File: config.mk
export PLATFORM = sky130hd
export DESIGN_NAME = binary_fingerprint_similarity
export DESIGN_NICKNAME = d
export VERILOG_FILES = /design/src/rtl/core/bfs_pkg.sv /design/src/rtl/core/bfs_lane.sv /design/src/rtl/core/bfs_merge.sv /design/src/rtl/core/bfs_div.sv /design/src/rtl/core/bfs_score.sv /design/src/rtl/core/binary_fingerprint_similarity.sv
export SDC_FILE = /design/constraint.sdc
export NUM_CORES = 2
export LEC_CHECK = 0
export BUFFER_PORTS_ARGS = -buffer_cell sky130_fd_sc_hd__buf_2
export CAP_MARGIN = 20
export CORE_ASPECT_RATIO = 0.9
export CORE_MARGIN = 2
export CORE_UTILIZATION = 50
export CTS_CLUSTER_SIZE = 28
export DETAILED_ROUTE_END_ITERATION = 7
export HOLD_SLACK_MARGIN = 0.1
export PLACE_DENSITY = 0.69
export SYNTH_ARGS = -nofsm -noshare
export SYNTH_HDL_FRONTEND = slang
export SYNTH_SLANG_ARGS = --single-unit
File: constraint.sdc
create_clock -name clock -period 22.4 [get_ports clock]
set_input_delay 3.36 -clock clock [delete_from_list [all_inputs] [get_ports clock]]
set_output_delay 3.36 -clock clock [all_outputs]
set_load 0.01 [all_outputs]
File: src/rtl/core/bfs_pkg.sv
package bfs_pkg;

   localparam int WORD_BITS  = 64;
   localparam int MAX_BITS   = 4096;
   localparam int FRAC_BITS  = 16;
   localparam int LANES      = 4;
   localparam int LANE_BITS  = WORD_BITS / LANES;
   localparam int LANE_CNT_W = $clog2(LANE_BITS + 1);
   localparam int WORD_CNT_W = $clog2(WORD_BITS + 1);
   localparam int WORD_SHIFT = $clog2(WORD_BITS);
   localparam int CNT_W      = 13;
   localparam int POS_W      = 7;
   localparam int POS_LIMIT  = (MAX_BITS + WORD_BITS - 1) / WORD_BITS;
   localparam int SCORE_W    = FRAC_BITS + 1;
   localparam int NUM_W      = 32;
   localparam int COEFF_W    = 16;
   localparam int PROD_W     = COEFF_W + CNT_W;
   localparam int MUL_STEPS  = 5;
   localparam int MUL_IDX_W  = $clog2(MUL_STEPS);
   localparam int ADDR_W     = 5;

   localparam logic [SCORE_W-1:0] SCORE_ONE = SCORE_W'(1) << FRAC_BITS;

   localparam logic [2:0] CSR_METRIC    = 3'd0;
   localparam logic [2:0] CSR_ALPHA     = 3'd1;
   localparam logic [2:0] CSR_BETA      = 3'd2;
   localparam logic [2:0] CSR_ZERO_SENS = 3'd3;
   localparam logic [2:0] CSR_LENGTH    = 3'd4;

   typedef enum logic [2:0] {
      MET_TANIMOTO,
      MET_TVERSKY,
      MET_OPTIMISTIC,
      MET_RUSSELL_RAO,
      MET_FORBES,
      MET_SIMPLE_MATCH,
      MET_DICE,
      MET_OVERLAP
   } metric_type;

   typedef enum logic [2:0] {
      ST_IDLE,
      ST_MULT,
      ST_PLAN,
      ST_LOAD,
      ST_START,
      ST_WAIT,
      ST_DONE
   } score_state_type;

   typedef struct packed {
      logic [LANE_CNT_W-1:0] first;
      logic [LANE_CNT_W-1:0] second;
      logic [LANE_CNT_W-1:0] both;
   } lane_cnt_type;

   typedef struct packed {
      logic [WORD_CNT_W-1:0] first;
      logic [WORD_CNT_W-1:0] second;
      logic [WORD_CNT_W-1:0] both;
   } word_cnt_type;

   typedef struct packed {
      logic [CNT_W-1:0] first;
      logic [CNT_W-1:0] second;
      logic [CNT_W-1:0] both;
   } counts_type;

   typedef struct packed {
      metric_type         metric;
      logic [COEFF_W-1:0] alpha;
      logic [COEFF_W-1:0] beta;
      logic               zero_sens;
      logic [CNT_W-1:0]   length;
   } cfg_type;

   typedef struct packed {
      logic [SCORE_W-1:0] score;
      logic [CNT_W-1:0]   common;
      logic               zero_den;
   } result_type;

endpackage

File: src/rtl/core/bfs_lane.sv
module bfs_lane (
   input  logic [bfs_pkg::LANE_BITS-1:0] first,
   input  logic [bfs_pkg::LANE_BITS-1:0] second,
   output bfs_pkg::lane_cnt_type         cnt
);
   import bfs_pkg::*;

   always_comb begin
      cnt.first  = LANE_CNT_W'($countones(first));
      cnt.second = LANE_CNT_W'($countones(second));
      cnt.both   = LANE_CNT_W'($countones(first & second));
   end

endmodule

File: src/rtl/core/bfs_merge.sv
module bfs_merge (
   input  bfs_pkg::lane_cnt_type lanes [bfs_pkg::LANES],
   output bfs_pkg::word_cnt_type total
);
   import bfs_pkg::*;

   always_comb begin
      total = '0;
      for (int l = 0; l < LANES; l++) begin
         total.first  = total.first  + WORD_CNT_W'(lanes[l].first);
         total.second = total.second + WORD_CNT_W'(lanes[l].second);
         total.both   = total.both   + WORD_CNT_W'(lanes[l].both);
      end
   end

endmodule

File: src/rtl/core/bfs_div.sv
module bfs_div (
   input  logic                         clock,
   input  logic                         reset,
   input  logic                         start,
   input  logic [bfs_pkg::NUM_W-1:0]    num,
   input  logic [bfs_pkg::NUM_W-1:0]    den,
   output logic                         done,
   output logic                         zero_den,
   output logic [bfs_pkg::SCORE_W-1:0]  quot
);
   import bfs_pkg::*;

   localparam int DIV_W  = NUM_W + FRAC_BITS;
   localparam int STEP_W = $clog2(SCORE_W + 1);

   logic [DIV_W-1:0]     dividend;
   logic [NUM_W:0]       trial;
   logic                 fits;
   logic [NUM_W-1:0]     rem_ff, rem_in;
   logic [SCORE_W-1:0]   lo_ff, lo_in;
   logic [NUM_W-1:0]     den_ff;
   logic [STEP_W-1:0]    cnt_ff;
   logic                 busy_ff;
   logic                 done_ff;
   logic                 zd_ff;
   logic [SCORE_W-1:0]   quot_ff;

   // round to nearest: (num << frac + den/2) / den
   // with num < den the top bits above the quotient stay below den, and the
   // quotient can round up to exactly 1.0, so all score bits are produced
   assign dividend = {num, FRAC_BITS'(0)} + DIV_W'(den >> 1);
   assign trial    = {rem_ff, lo_ff[SCORE_W-1]};
   assign fits     = trial >= {1'b0, den_ff};
   assign rem_in   = fits ? NUM_W'(trial - {1'b0, den_ff}) : trial[NUM_W-1:0];
   assign lo_in    = {lo_ff[SCORE_W-2:0], fits};

   always_ff @(posedge clock) begin
      if (reset) begin
         busy_ff <= 1'b0;
         done_ff <= 1'b0;
         cnt_ff  <= '0;
      end else begin
         done_ff <= 1'b0;
         if (start) begin
            if (den == '0) begin
               done_ff <= 1'b1;
               zd_ff   <= 1'b1;
               quot_ff <= '0;
            end else if (num >= den) begin
               done_ff <= 1'b1;
               zd_ff   <= 1'b0;
               quot_ff <= SCORE_ONE;
            end else begin
               busy_ff <= 1'b1;
               zd_ff   <= 1'b0;
               rem_ff  <= NUM_W'(dividend[DIV_W-1:SCORE_W]);
               lo_ff   <= dividend[SCORE_W-1:0];
               den_ff  <= den;
               cnt_ff  <= STEP_W'(SCORE_W);
            end
         end else if (busy_ff) begin
            rem_ff <= rem_in;
            lo_ff  <= lo_in;
            cnt_ff <= cnt_ff - STEP_W'(1);
            if (cnt_ff == STEP_W'(1)) begin
               busy_ff <= 1'b0;
               done_ff <= 1'b1;
               quot_ff <= lo_in;
            end
         end
      end
   end

   assign done     = done_ff;
   assign zero_den = zd_ff;
   assign quot     = quot_ff;

endmodule

File: src/rtl/core/bfs_score.sv
module bfs_score (
   input  logic                  clock,
   input  logic                  reset,
   input  logic                  start,
   input  bfs_pkg::counts_type   counts,
   input  bfs_pkg::cfg_type      cfg,
   input  logic                  result_take,
   output logic                  busy,
   output logic                  result_valid,
   output bfs_pkg::result_type   result
);
   import bfs_pkg::*;

   localparam logic [MUL_IDX_W-1:0] MUL_ALPHA_A = MUL_IDX_W'(0);
   localparam logic [MUL_IDX_W-1:0] MUL_BETA_B  = MUL_IDX_W'(1);
   localparam logic [MUL_IDX_W-1:0] MUL_BETA_A  = MUL_IDX_W'(2);
   localparam logic [MUL_IDX_W-1:0] MUL_ALPHA_B = MUL_IDX_W'(3);
   localparam logic [MUL_IDX_W-1:0] MUL_NA_NB   = MUL_IDX_W'(4);

   score_state_type state_ff, state_in;

   logic [CNT_W-1:0]     na_ff, nb_ff, c_ff;
   logic [CNT_W-1:0]     only_a, only_b;
   logic [MUL_IDX_W-1:0] mul_cnt_ff;
   logic [PROD_W-1:0]    prod_ff [MUL_STEPS];
   logic [COEFF_W-1:0]   mul_a;
   logic [CNT_W-1:0]     mul_b;
   logic [PROD_W-1:0]    mul_out;

   logic               alt_ff, comp_ff, zd_ff;
   logic [1:0]         ridx_ff, nratio_ff;
   logic [SCORE_W-1:0] best_ff, score_ff;
   logic [NUM_W-1:0]   num_ff, den_ff;

   logic               plan_special, plan_alt, plan_comp;
   logic [1:0]         plan_nr;
   logic [SCORE_W-1:0] plan_score;
   logic               empty_any, empty_both, no_common;

   logic [NUM_W-1:0]   num_sel, den_sel;
   logic [NUM_W-1:0]   c_shift, den_tv1, den_tv2, den_tan, sum_ab, len_w, sm_lhs;

   logic               div_start, div_done, div_zd;
   logic [SCORE_W-1:0] div_q, best_new, final_score;
   logic               zd_new, last_ratio;

   assign only_a = (na_ff > c_ff) ? na_ff - c_ff : '0;
   assign only_b = (nb_ff > c_ff) ? nb_ff - c_ff : '0;

   // one shared multiplier, one product a cycle
   always_comb begin
      unique case (mul_cnt_ff)
         MUL_ALPHA_A: begin mul_a = cfg.alpha; mul_b = only_a; end
         MUL_BETA_B:  begin mul_a = cfg.beta;  mul_b = only_b; end
         MUL_BETA_A:  begin mul_a = cfg.beta;  mul_b = only_a; end
         MUL_ALPHA_B: begin mul_a = cfg.alpha; mul_b = only_b; end
         MUL_NA_NB:   begin mul_a = COEFF_W'(na_ff); mul_b = nb_ff; end
         default:     begin mul_a = '0; mul_b = '0; end
      endcase
   end
   assign mul_out = PROD_W'(mul_a) * PROD_W'(mul_b);

   assign empty_any  = (na_ff == '0) || (nb_ff == '0);
   assign empty_both = (na_ff == '0) && (nb_ff == '0);
   assign no_common  = (c_ff == '0);

   // special cases settle the score without a division
   always_comb begin
      plan_special = 1'b0;
      plan_score   = '0;
      plan_alt     = 1'b0;
      plan_comp    = 1'b0;
      plan_nr      = 2'd1;
      unique case (cfg.metric)
         MET_TANIMOTO: begin
            if (no_common) begin
               plan_special = 1'b1;
               plan_score   = empty_both ? SCORE_ONE : '0;
            end
         end
         MET_TVERSKY: begin
            if (empty_both) begin
               plan_special = 1'b1;
               plan_score   = SCORE_ONE;
            end else if (empty_any && !cfg.zero_sens) begin
               plan_special = 1'b1;
            end else if (empty_any) begin
               plan_alt = 1'b1;
            end
         end
         MET_OPTIMISTIC: begin
            if (empty_both) begin
               plan_special = 1'b1;
            end else if (empty_any && !cfg.zero_sens) begin
               plan_special = 1'b1;
               plan_score   = SCORE_ONE;
            end else if (empty_any) begin
               plan_alt = 1'b1;
            end else if (no_common) begin
               plan_special = 1'b1;
               plan_score   = SCORE_ONE;
            end else begin
               plan_nr   = 2'd3;
               plan_comp = 1'b1;
            end
         end
         MET_RUSSELL_RAO: plan_special = empty_any;
         MET_FORBES:      plan_special = empty_any || no_common;
         MET_SIMPLE_MATCH: ;
         MET_DICE:        plan_comp = 1'b1;
         MET_OVERLAP: begin
            if (no_common) begin
               plan_special = 1'b1;
               plan_score   = SCORE_ONE;
            end else begin
               plan_comp = 1'b1;
            end
         end
         default: ;
      endcase
   end

   assign c_shift = NUM_W'(c_ff) << 8;
   assign den_tv1 = NUM_W'(prod_ff[MUL_ALPHA_A]) + NUM_W'(prod_ff[MUL_BETA_B]) + c_shift;
   assign den_tv2 = NUM_W'(prod_ff[MUL_BETA_A]) + NUM_W'(prod_ff[MUL_ALPHA_B]) + c_shift;
   assign sum_ab  = NUM_W'(na_ff) + NUM_W'(nb_ff);
   assign den_tan = sum_ab - NUM_W'(c_ff);
   assign len_w   = NUM_W'(cfg.length);
   assign sm_lhs  = len_w + (NUM_W'(c_ff) << 1);

   always_comb begin
      num_sel = NUM_W'(c_ff);
      den_sel = den_tan;
      if (alt_ff) begin
         // one side empty: sum is the other side's count
         num_sel = (cfg.metric == MET_TVERSKY) ? NUM_W'(1) : sum_ab;
         den_sel = sum_ab + NUM_W'(1);
      end else begin
         unique case (cfg.metric)
            MET_TANIMOTO: ;
            MET_TVERSKY: begin num_sel = c_shift; den_sel = den_tv1; end
            MET_OPTIMISTIC: begin
               if (ridx_ff == 2'd0) begin
                  num_sel = c_shift;
                  den_sel = den_tv1;
               end else if (ridx_ff == 2'd1) begin
                  num_sel = c_shift;
                  den_sel = den_tv2;
               end
            end
            MET_RUSSELL_RAO: den_sel = len_w;
            MET_FORBES:      den_sel = NUM_W'(prod_ff[MUL_NA_NB]);
            MET_SIMPLE_MATCH: begin
               num_sel = (sm_lhs >= sum_ab) ? sm_lhs - sum_ab : NUM_W'(c_ff);
               den_sel = len_w;
            end
            MET_DICE: begin
               num_sel = NUM_W'(c_ff) << 1;
               den_sel = sum_ab;
            end
            MET_OVERLAP: den_sel = NUM_W'((na_ff < nb_ff) ? na_ff : nb_ff);
            default: ;
         endcase
      end
   end

   bfs_div u_div (
      .clock    (clock),
      .reset    (reset),
      .start    (div_start),
      .num      (num_ff),
      .den      (den_ff),
      .done     (div_done),
      .zero_den (div_zd),
      .quot     (div_q)
   );

   assign best_new    = (div_q > best_ff) ? div_q : best_ff;
   assign zd_new      = zd_ff | div_zd;
   assign last_ratio  = (ridx_ff + 2'd1) == nratio_ff;
   assign final_score = zd_new ? '0 : (comp_ff ? SCORE_ONE - best_new : best_new);

   always_comb begin
      state_in = state_ff;
      unique case (state_ff)
         ST_IDLE:  if (start) state_in = ST_MULT;
         ST_MULT:  if (mul_cnt_ff == MUL_IDX_W'(MUL_STEPS - 1)) state_in = ST_PLAN;
         ST_PLAN:  state_in = plan_special ? ST_DONE : ST_LOAD;
         ST_LOAD:  state_in = ST_START;
         ST_START: state_in = ST_WAIT;
         ST_WAIT:  if (div_done) state_in = last_ratio ? ST_DONE : ST_LOAD;
         ST_DONE:  if (result_take) state_in = ST_IDLE;
         default:  state_in = ST_IDLE;
      endcase
   end

   always_comb begin
      busy         = (state_ff != ST_IDLE);
      div_start    = (state_ff == ST_START);
      result_valid = (state_ff == ST_DONE);
   end

   always_ff @(posedge clock) begin
      if (reset) begin
         state_ff <= ST_IDLE;
      end else begin
         state_ff <= state_in;
      end
   end

   always_ff @(posedge clock) begin
      unique case (state_ff)
         ST_IDLE: begin
            if (start) begin
               na_ff <= counts.first;
               nb_ff <= counts.second;
               c_ff  <= counts.both;
            end
            mul_cnt_ff <= '0;
         end
         ST_MULT: begin
            prod_ff[mul_cnt_ff] <= mul_out;
            mul_cnt_ff          <= mul_cnt_ff + MUL_IDX_W'(1);
         end
         ST_PLAN: begin
            score_ff  <= plan_score;
            zd_ff     <= 1'b0;
            best_ff   <= '0;
            ridx_ff   <= '0;
            nratio_ff <= plan_nr;
            comp_ff   <= plan_comp;
            alt_ff    <= plan_alt;
         end
         ST_LOAD: begin
            num_ff <= num_sel;
            den_ff <= den_sel;
         end
         ST_WAIT: begin
            if (div_done) begin
               best_ff  <= best_new;
               zd_ff    <= zd_new;
               ridx_ff  <= ridx_ff + 2'd1;
               score_ff <= final_score;
            end
         end
         default: ;
      endcase
   end

   assign result.score    = score_ff;
   assign result.common   = c_ff;
   assign result.zero_den = zd_ff;

endmodule

File: src/rtl/core/binary_fingerprint_similarity.sv
// fingerprint similarity engine: two bit fingerprints stream in as paired 64-bit words, one
// transfer a cycle while req_stall is low, with req_last_word on the final pair; bits at or
// past length_bits (capped at 4096) are masked off. four popcount lanes count each word and a
// merge stage adds them into the running set counts of both fingerprints and their common
// count. the last word starts the scoring sequencer, which holds req_stall high until the
// score is handed to the rsp register: five products on a shared 16x13 multiplier, a planning
// step, then per ratio a load and a start state plus the serial divider, which makes one
// quotient bit a cycle. most metrics take a single ratio, optimistic distance three, and
// special cases such as empty fingerprints skip the divider. scores are unsigned q1.16 with
// 65536 for 1.0, ratios rounded to nearest; a zero denominator gives score 0 and sets
// rsp_zero_denominator. registers on the csr port at byte addresses 0 metric, 4 alpha_coeff,
// 8 beta_coeff, 12 zero_bit_sensitive, 16 length_bits; write them only while no fingerprint is
// in flight
module binary_fingerprint_similarity (
   input  logic                               clock,
   input  logic                               reset,
   // input channel
   input  logic                               req_valid,
   output logic                               req_stall,
   input  logic [63:0]                        req_word_first,
   input  logic [63:0]                        req_word_second,
   input  logic                               req_last_word,
   // result channel
   output logic                               rsp_valid,
   input  logic                               rsp_stall,
   output logic [16:0]                        rsp_score,
   output logic [12:0]                        rsp_bits_common,
   output logic                               rsp_zero_denominator,
   // configuration
   input  logic                               csr_psel,
   input  logic                               csr_penable,
   input  logic                               csr_pwrite,
   input  logic [bfs_pkg::ADDR_W-1:0]         csr_paddr,
   input  logic [31:0]                        csr_pwdata,
   output logic [31:0]                        csr_prdata,
   output logic                               csr_pready
);
   import bfs_pkg::*;

   // configuration registers
   metric_type         metric_ff;
   logic [COEFF_W-1:0] alpha_ff, beta_ff;
   logic               zero_sens_ff;
   logic [CNT_W-1:0]   length_ff;
   logic               csr_write;
   logic [2:0]         csr_index;

   // running counts for the fingerprint pair in flight
   counts_type         count_ff, count_in;
   logic [POS_W-1:0]   pos_ff;

   logic                  req_take;
   logic [CNT_W-1:0]      len_eff, word_base, avail;
   logic [WORD_CNT_W-1:0] valid_bits;
   logic [WORD_BITS-1:0]  mask, w_first, w_second;
   lane_cnt_type          lane_cnt [LANES];
   word_cnt_type          word_cnt;

   cfg_type    cfg;
   logic       eng_busy, eng_valid, eng_take, eng_start;
   result_type eng_result;

   // result register, parts the engine from the rsp side
   logic       rsp_valid_ff;
   result_type rsp_ff;

   assign csr_pready = 1'b1;
   assign csr_write  = csr_psel && csr_penable && csr_pwrite && csr_pready;
   assign csr_index  = csr_paddr[ADDR_W-1:2];

   always_ff @(posedge clock) begin
      if (reset) begin
         metric_ff    <= MET_TANIMOTO;
         alpha_ff     <= COEFF_W'(256);
         beta_ff      <= COEFF_W'(256);
         zero_sens_ff <= 1'b0;
         length_ff    <= CNT_W'(2048);
      end else if (csr_write) begin
         unique case (csr_index)
            CSR_METRIC:    metric_ff    <= metric_type'(csr_pwdata[2:0]);
            CSR_ALPHA:     alpha_ff     <= csr_pwdata[COEFF_W-1:0];
            CSR_BETA:      beta_ff      <= csr_pwdata[COEFF_W-1:0];
            CSR_ZERO_SENS: zero_sens_ff <= csr_pwdata[0];
            CSR_LENGTH:    length_ff    <= csr_pwdata[CNT_W-1:0];
            default: ;
         endcase
      end
   end

   always_comb begin
      unique case (csr_index)
         CSR_METRIC:    csr_prdata = 32'(metric_ff);
         CSR_ALPHA:     csr_prdata = 32'(alpha_ff);
         CSR_BETA:      csr_prdata = 32'(beta_ff);
         CSR_ZERO_SENS: csr_prdata = 32'(zero_sens_ff);
         CSR_LENGTH:    csr_prdata = 32'(length_ff);
         default:       csr_prdata = '0;
      endcase
   end

   // lengths above the maximum act as the maximum
   assign len_eff = (length_ff > CNT_W'(MAX_BITS)) ? CNT_W'(MAX_BITS) : length_ff;

   assign cfg.metric    = metric_ff;
   assign cfg.alpha     = alpha_ff;
   assign cfg.beta      = beta_ff;
   assign cfg.zero_sens = zero_sens_ff;
   assign cfg.length    = len_eff;

   // no new word while a score is being worked out
   assign req_stall = eng_busy;
   assign req_take  = req_valid && !req_stall;

   // mask off bits at or past the configured length
   assign word_base  = CNT_W'(pos_ff) << WORD_SHIFT;
   assign avail      = (word_base >= len_eff) ? '0 : len_eff - word_base;
   assign valid_bits = (avail > CNT_W'(WORD_BITS)) ? WORD_CNT_W'(WORD_BITS)
                                                   : avail[WORD_CNT_W-1:0];

   always_comb begin
      for (int k = 0; k < WORD_BITS; k++) begin
         mask[k] = WORD_CNT_W'(k) < valid_bits;
      end
   end

   assign w_first  = req_word_first  & mask;
   assign w_second = req_word_second & mask;

   for (genvar l = 0; l < LANES; l++) begin : g_lane
      bfs_lane u_lane (
         .first  (w_first[l*LANE_BITS +: LANE_BITS]),
         .second (w_second[l*LANE_BITS +: LANE_BITS]),
         .cnt    (lane_cnt[l])
      );
   end

   bfs_merge u_merge (
      .lanes (lane_cnt),
      .total (word_cnt)
   );

   always_comb begin
      count_in.first  = count_ff.first  + CNT_W'(word_cnt.first);
      count_in.second = count_ff.second + CNT_W'(word_cnt.second);
      count_in.both   = count_ff.both   + CNT_W'(word_cnt.both);
   end

   assign eng_start = req_take && req_last_word;

   always_ff @(posedge clock) begin
      if (reset) begin
         count_ff <= '0;
         pos_ff   <= '0;
      end else if (req_take) begin
         if (req_last_word) begin
            // counts go to the engine, start over for the next pair
            count_ff <= '0;
            pos_ff   <= '0;
         end else begin
            count_ff <= count_in;
            if (pos_ff < POS_W'(POS_LIMIT)) begin
               pos_ff <= pos_ff + POS_W'(1);
            end
         end
      end
   end

   bfs_score u_score (
      .clock        (clock),
      .reset        (reset),
      .start        (eng_start),
      .counts       (count_in),
      .cfg          (cfg),
      .result_take  (eng_take),
      .busy         (eng_busy),
      .result_valid (eng_valid),
      .result       (eng_result)
   );

   // engine result moves into the rsp register once it is free or draining
   assign eng_take = eng_valid && (!rsp_valid_ff || !rsp_stall);

   always_ff @(posedge clock) begin
      if (reset) begin
         rsp_valid_ff <= 1'b0;
      end else if (eng_take) begin
         rsp_valid_ff <= 1'b1;
      end else if (!rsp_stall) begin
         rsp_valid_ff <= 1'b0;
      end
   end

   always_ff @(posedge clock) begin
      if (eng_take) begin
         rsp_ff <= eng_result;
      end
   end

   assign rsp_valid            = rsp_valid_ff;
   assign rsp_score            = rsp_ff.score;
   assign rsp_bits_common      = rsp_ff.common;
   assign rsp_zero_denominator = rsp_ff.zero_den;

endmodule

# Word-level counts from Yosys, hierarchy flattened
# Memories as Yosys holds them, arrays and structs flattened.
# Index checks and enable logic that the tools add are counted.
# word_totals
register_bits	383
latchBits	0
ram_bits	145
rom_bits	0
in_bits	173
output_inout_bits	66
word_cells	515
memories	1
# mem_list
name	words	width	read_ports	rd_clocked_by_memory_dff	write_ports	line	text
u_score.prod_ff	5	29	5	0	1	bfs_score.sv:25	logic [PROD_W-1:0] prod_ff [MUL_STEPS];
# op_classes
addsub	211
n_mul	1
n_div	0
order_cmp	75
n_eq_ne	32
shifts	0
muxes	95
n_bitwise	12
n_reduce_logical	53
# op_table
operator	count
5-bit adder	84
32-bit two-way mux	12
17-bit two-way mux	20
6-bit by 7-bit less-than comparator with 1-bit output, first input constant	32
1-bit by 1-bit adder with 2-bit output	96
32-bit one-hot mux with 6 select lines	1
64-bit AND	2
32-bit one-hot mux with 4 select lines	1
5-bit by 7-bit less-than comparator with 1-bit output, first input constant	16
16-bit one-hot mux with 5 select lines	1
17-bit one-hot mux with 2 select lines	2
17-bit one-hot mux with 4 select lines	1
13-bit two-way mux	5
32-bit by 21-bit adder with 32-bit output	2
16-bit AND	4
32-bit >= comparator	2
32-bit subtractor	2
29-bit by 29-bit adder with 30-bit output	2
4-bit by 7-bit less-than comparator with 1-bit output, first input constant	8
48-bit by 31-bit adder with 48-bit output	1
16-bit one-hot mux with 3 select lines	1
7-bit by 5-bit adder with 7-bit output	6
13-bit by 7-bit adder with 13-bit output	3
13-bit logical NOT	3
62 further kinds	172

# Logic depth before layout (Yosys ltp)
# depth
depth_word	18
ltp_mapped	51
ltp_nobuf	47

# Modules after synthesis
# A second synthesis with hierarchy kept.
# hier_totals
cells_unflattened	5444
hier_area_um2	50810.0
# by_module_without_submodules
mod	instances	cells_per_inst	area_per_inst_um2	seq_area_each_um2
bfs_score	1	2879	27725.3	8498.2
binary_fingerprint_similarity	1	1004	8560.7	2852.7
bfs_div	1	827	7892.6	3113.0
bfs_lane	4	146	1328.8	0.0
bfs_merge	1	150	1316.3	0.0

# Worst setup path after synthesis
# No wires, ideal clock.
# synth_timing
path_type	reg-to-reg
from	register length_ff[12]
to	register count_ff[38] (netlist bit)
setup_ns	0.128
arrival_ns	10.183
t_required_ns	22.272
path_slack_ns	12.090
stages_incl_launch_ff	49
path_buffers	4
synth_period_minus_slack_ns	10.310
cell_sequence	dfxtp_1 -> clkbuf_1 -> clkbuf_1 -> nand2b_1 -> inv_1 -> ha_1 -> nor2b_1 -> o21ai_1 -> a21boi_1 -> o21ai_1 -> a21boi_0 -> o21a_1 -> o32a_1 -> clkbuf_1 -> and2_1 -> clkbuf_1 -> nor4_2 -> a21oi_1 -> [13 not listed] -> a21oi_1 -> xor2_1 -> fa_1 -> inv_1 -> ha_1 -> a21o_1 -> a21oi_1 -> xnor2_1 -> ha_1 -> a21o_1 -> a31oi_1 -> nor2b_1 -> o21a_1 -> and3_1 -> nand3_1 -> xnor2_1 -> a22oi_1 -> nor2_1
# synth_rtl
element	line	text
start, declared	binary_fingerprint_similarity.sv:44	logic [CNT_W-1:0] length_ff;
start signal, assigned	binary_fingerprint_similarity.sv:84	CSR_LENGTH: length_ff <= csr_pwdata[CNT_W-1:0];
end signal, assigned	binary_fingerprint_similarity.sv:160	count_ff <= count_in;
end, declared	binary_fingerprint_similarity.sv:49	counts_type count_ff, count_in;

==> results by group <==
Run status
  – Status: finished, final reports clean

Floorplanning
  – Die Area: 104,000 um2
  – Chip width: 339 um
  – Core area: 100,000 um2
  – FP Rows: 110
  – Starting Density: 50.5%
  – I/O pin cnt: 239
  – Die Y: 306 um

Detailed routing
  – DRC viols: 0
  – Routed Antenna Nets: 0
  – Initial detailed-routing violation count: 3,611
  – Routed length per placed instance: 21.1 um
  – Vias: 41,269
  – WL final: 149,000 um
  – Drt pass-1 iters: 7
  – Drt via density: 5.87

Finish
  – FILL cells: 9,100
  – Layout cell share with drive strength beyond 1: 7.38%
  – P&R area growth vs syn: 9.05%
  – Final Instance Area: 55,100 um2
  – Layout net count: 6,714

Critical path
  – R2R depth: 46
  – Worst Path Arrival: 12.68 ns
  – Reg-to-reg critical path endpoint: count_ff[25]
  – Critical path's slowest cell: or2_1
  – CP Data Required Time: 22.90 ns
  – CP endpoint kind: flip-flop
  – Critical path peak fanout: 17
  – Critical path's largest stage delay: 0.60 ns
  – Critical path type: reg -> reg
  – Worst R2R Start: length_ff[12]
  – R2R setup slack: 10.22 ns
  – Crit path launch type: flip-flop

Yosys
  – Yosys cell types: 99
  – Synth area leader: edfxtp_1
  – Yosys warning count: 0
  – Top post-synthesis cells by count: 682 x inv_1, 576 x ha_1, 487 x nand2_1, 420 x edfxtp_1, 389 x a21oi_1
  – Post-synth EDFFs: 420
  – Avg Cell Area, Syn: 9.26 um2
  – Dominant synthesized flop cell: edfxtp_1
  – Synth top area cells: edfxtp_1 25%, ha_1 14%, fa_1 13%, inv_1 5.1%, dfxtp_1 4.2%
  – Synthesized flop and latch total: 526
  – Seq/Total Area, Yosys: 29.1%
  – Cell Area, Synth: 50,600 um2
  – Most common cell in the netlist: inv_1
  – Ys async rst share: 0%
  – Top-area cell type share of the netlist area: 24.9%
  – Mapped Cells: 5,464

Clock network
  – Number of CTS-inserted buffers: 57
  – Hold buffers post-CTS: 0
  – Sink Count: 526
  – Post-CTS setup buffer count: 0
  – CTS Buffer Depth: 3
  – Post-CTS sizing: 0
  – H-tree lvl count: 2
  – CTS Root Cell: clkbuf_16
  – Clock Latency Late Sink: 0.66 ns
  – CTS tree: done
  – Reg clk slew, reported paths: 0.06 ns

Min path
  – Worst Hold Class: reg -> reg
  – Hold Crit Endpoint: rsp_score[7]
  – Hold Path Depth: 0
  – Min-delay src: u_score.score_ff[7]

Timing
  – Min Tclk post-route: 12.18 ns
  – Slew @ Worst Pin: 1.13 ns
  – Final TNS setup: 0 ns
  – Hold Fails Final Rpt: 0
  – Fmax: 82.1 MHz
  – Fin. max-slew vios: 0
  – RSZ-0062 raised after global routing: no
  – Rel. slew slack: 24.5%
  – Final worst setup slack: 10.22 ns
  – Final period util: 54.4%
  – Final number of setup-violating endpoints: 0
  – Skew final: 0.0409 ns

Job
  – Total of max-cap violations: 0

GRT
  – Vias in the first global route: 39,802
  – Gr ovfl total: 0
  – Initial antenna violation count: 3
  – Total GRT Usage: 28.2%
  – Largest net degree at the start of global routing: 82
  – Global-route wire length before repair: 228,000 um

Placement
  – Dpl ws: 10.50 ns
  – IO buf count: 203
  – Post-Place Cell Area: 53,200 um2
  – Detailed Place HPWL: 118,000 um
  – RePlAce Congestion: 0.999
## cell type report
type | count | area, um2 | area share [%]
inverters | 686 | 2570 | 4.67
well taps | 1344 | 1680 | 3.05
multi-input cells | 4100 | 32700 | 59.3
clock inverters | 38 | 448 | 0.812
flip-flops and latches | 526 | 14700 | 26.7
diodes | 1 | 2.50 | 0.00454
repair buffers | 271 | 1530 | 2.78
clock buffers | 68 | 1480 | 2.68
## registers in the layout, indices dropped and copies added (netlist names), 16 cells and up
register	cells
u_score.u_div.quot	17
rsp_score	17
u_score.u_div.rem_ff	32
u_score.best_ff	17
alpha_ff	16
beta_ff	16
u_score.den_ff	32
u_score.score_ff	17
u_score.u_div.lo_ff	17
u_score.num_ff	31
count_ff	39
u_score.prod_ff	145
u_score.u_div.den_ff	32
## routing by layer
layer  vias to the layer above  share of wire (%)  GRT usage, %
met1                     19986                 45          41.4
met5                         -              0.027             0
met4                         6                2.9          7.69
li1                      19342                  -             -
met2                      1645                 44          43.2
met3                       290                8.2          4.22
## critical path, delay by kind of cell, from the launching register on
kind,cells,cell delay [ns]
DFF,1,0.47
xor gates and xnor gates,4,1.15
buffers and inverters,7,0.72
AOI/OAI and AO/OA,12,2.45
adders and majority gates,12,4.60
and+or+nand+nor,11,2.62
## stage by stage
| stage | util [%] | hold slack [ns] | instances |
|---|---|---|---|
| CTS | 55.0 | 0.417 | 7029 |
| finish | 55.0 | 0.419 | 7034 |
| floorplan | - | 0.400 | 5479 |
| global placement | 53.1 | 0.402 | 6923 |
| detailed placement | 53.1 | 0.405 | 6923 |
| global route | 55.0 | 0.421 | 7033 |
## cells by family after synthesis
kind of cell    count (synthesis)  synth area share [%]
flops                         526                  29.1
simple gates                 1566                  15.0
fa+ha+maj                     900                  27.1
mux                            48                 0.967
buf+inv                       853                  6.48
xor+xnor                      305                  5.30
compound gates               1264                  16.1
other cells                     2                0.0149
## worst max path at each step
stage	startpoint	to	slack (ns)
2_1_floorplan	length_ff[12]	count_ff[38]	12.09
3_3_place_gp	length_ff[12]	count_ff[12]	10.73
3_5_place_dp	length_ff[12]	count_ff[25]	10.50
4_1_cts	length_ff[12]	count_ff[25]	10.48
5_1_grt	length_ff[12]	count_ff[12]	9.62
6_report	length_ff[12]	count_ff[25]	10.22
## layout by cell type, fill, tap and decap left out, types with 22 or more instances in the layout
master     Yosys  final
a21o_1       172    172
buf_4         17     67
nand4_1       38     38
xor2_1       109    109
nor2b_1       65     65
nand3_1       81     81
o21bai_1      23     23
o211ai_1      27     27
a221oi_1      22     22
mux2i_1       41     41
a21oi_1      389    389
a211oi_1      42     42
ha_1         576    576
o21ai_1       39     39
nand2b_1      64     64
a22oi_1       74     74
inv_1        682    682
nor3_1        81     77
nor2_1       383    380
fa_1         323    323
and2_1       159    159
o21ai_0      203    203
nor4_1        26     26
edfxtp_1     420    420
a31oi_1       59     57
and3_1        98     96
nand2_1      487    487
xnor2_1      195    195
clkbuf_16      0     57
buf_2         10    202
dfxtp_1      106    106
o21a_1        36     36
Power is not shown: default switching activity piles up to over one toggle a cycle in this logic, so the estimate is an artifact.
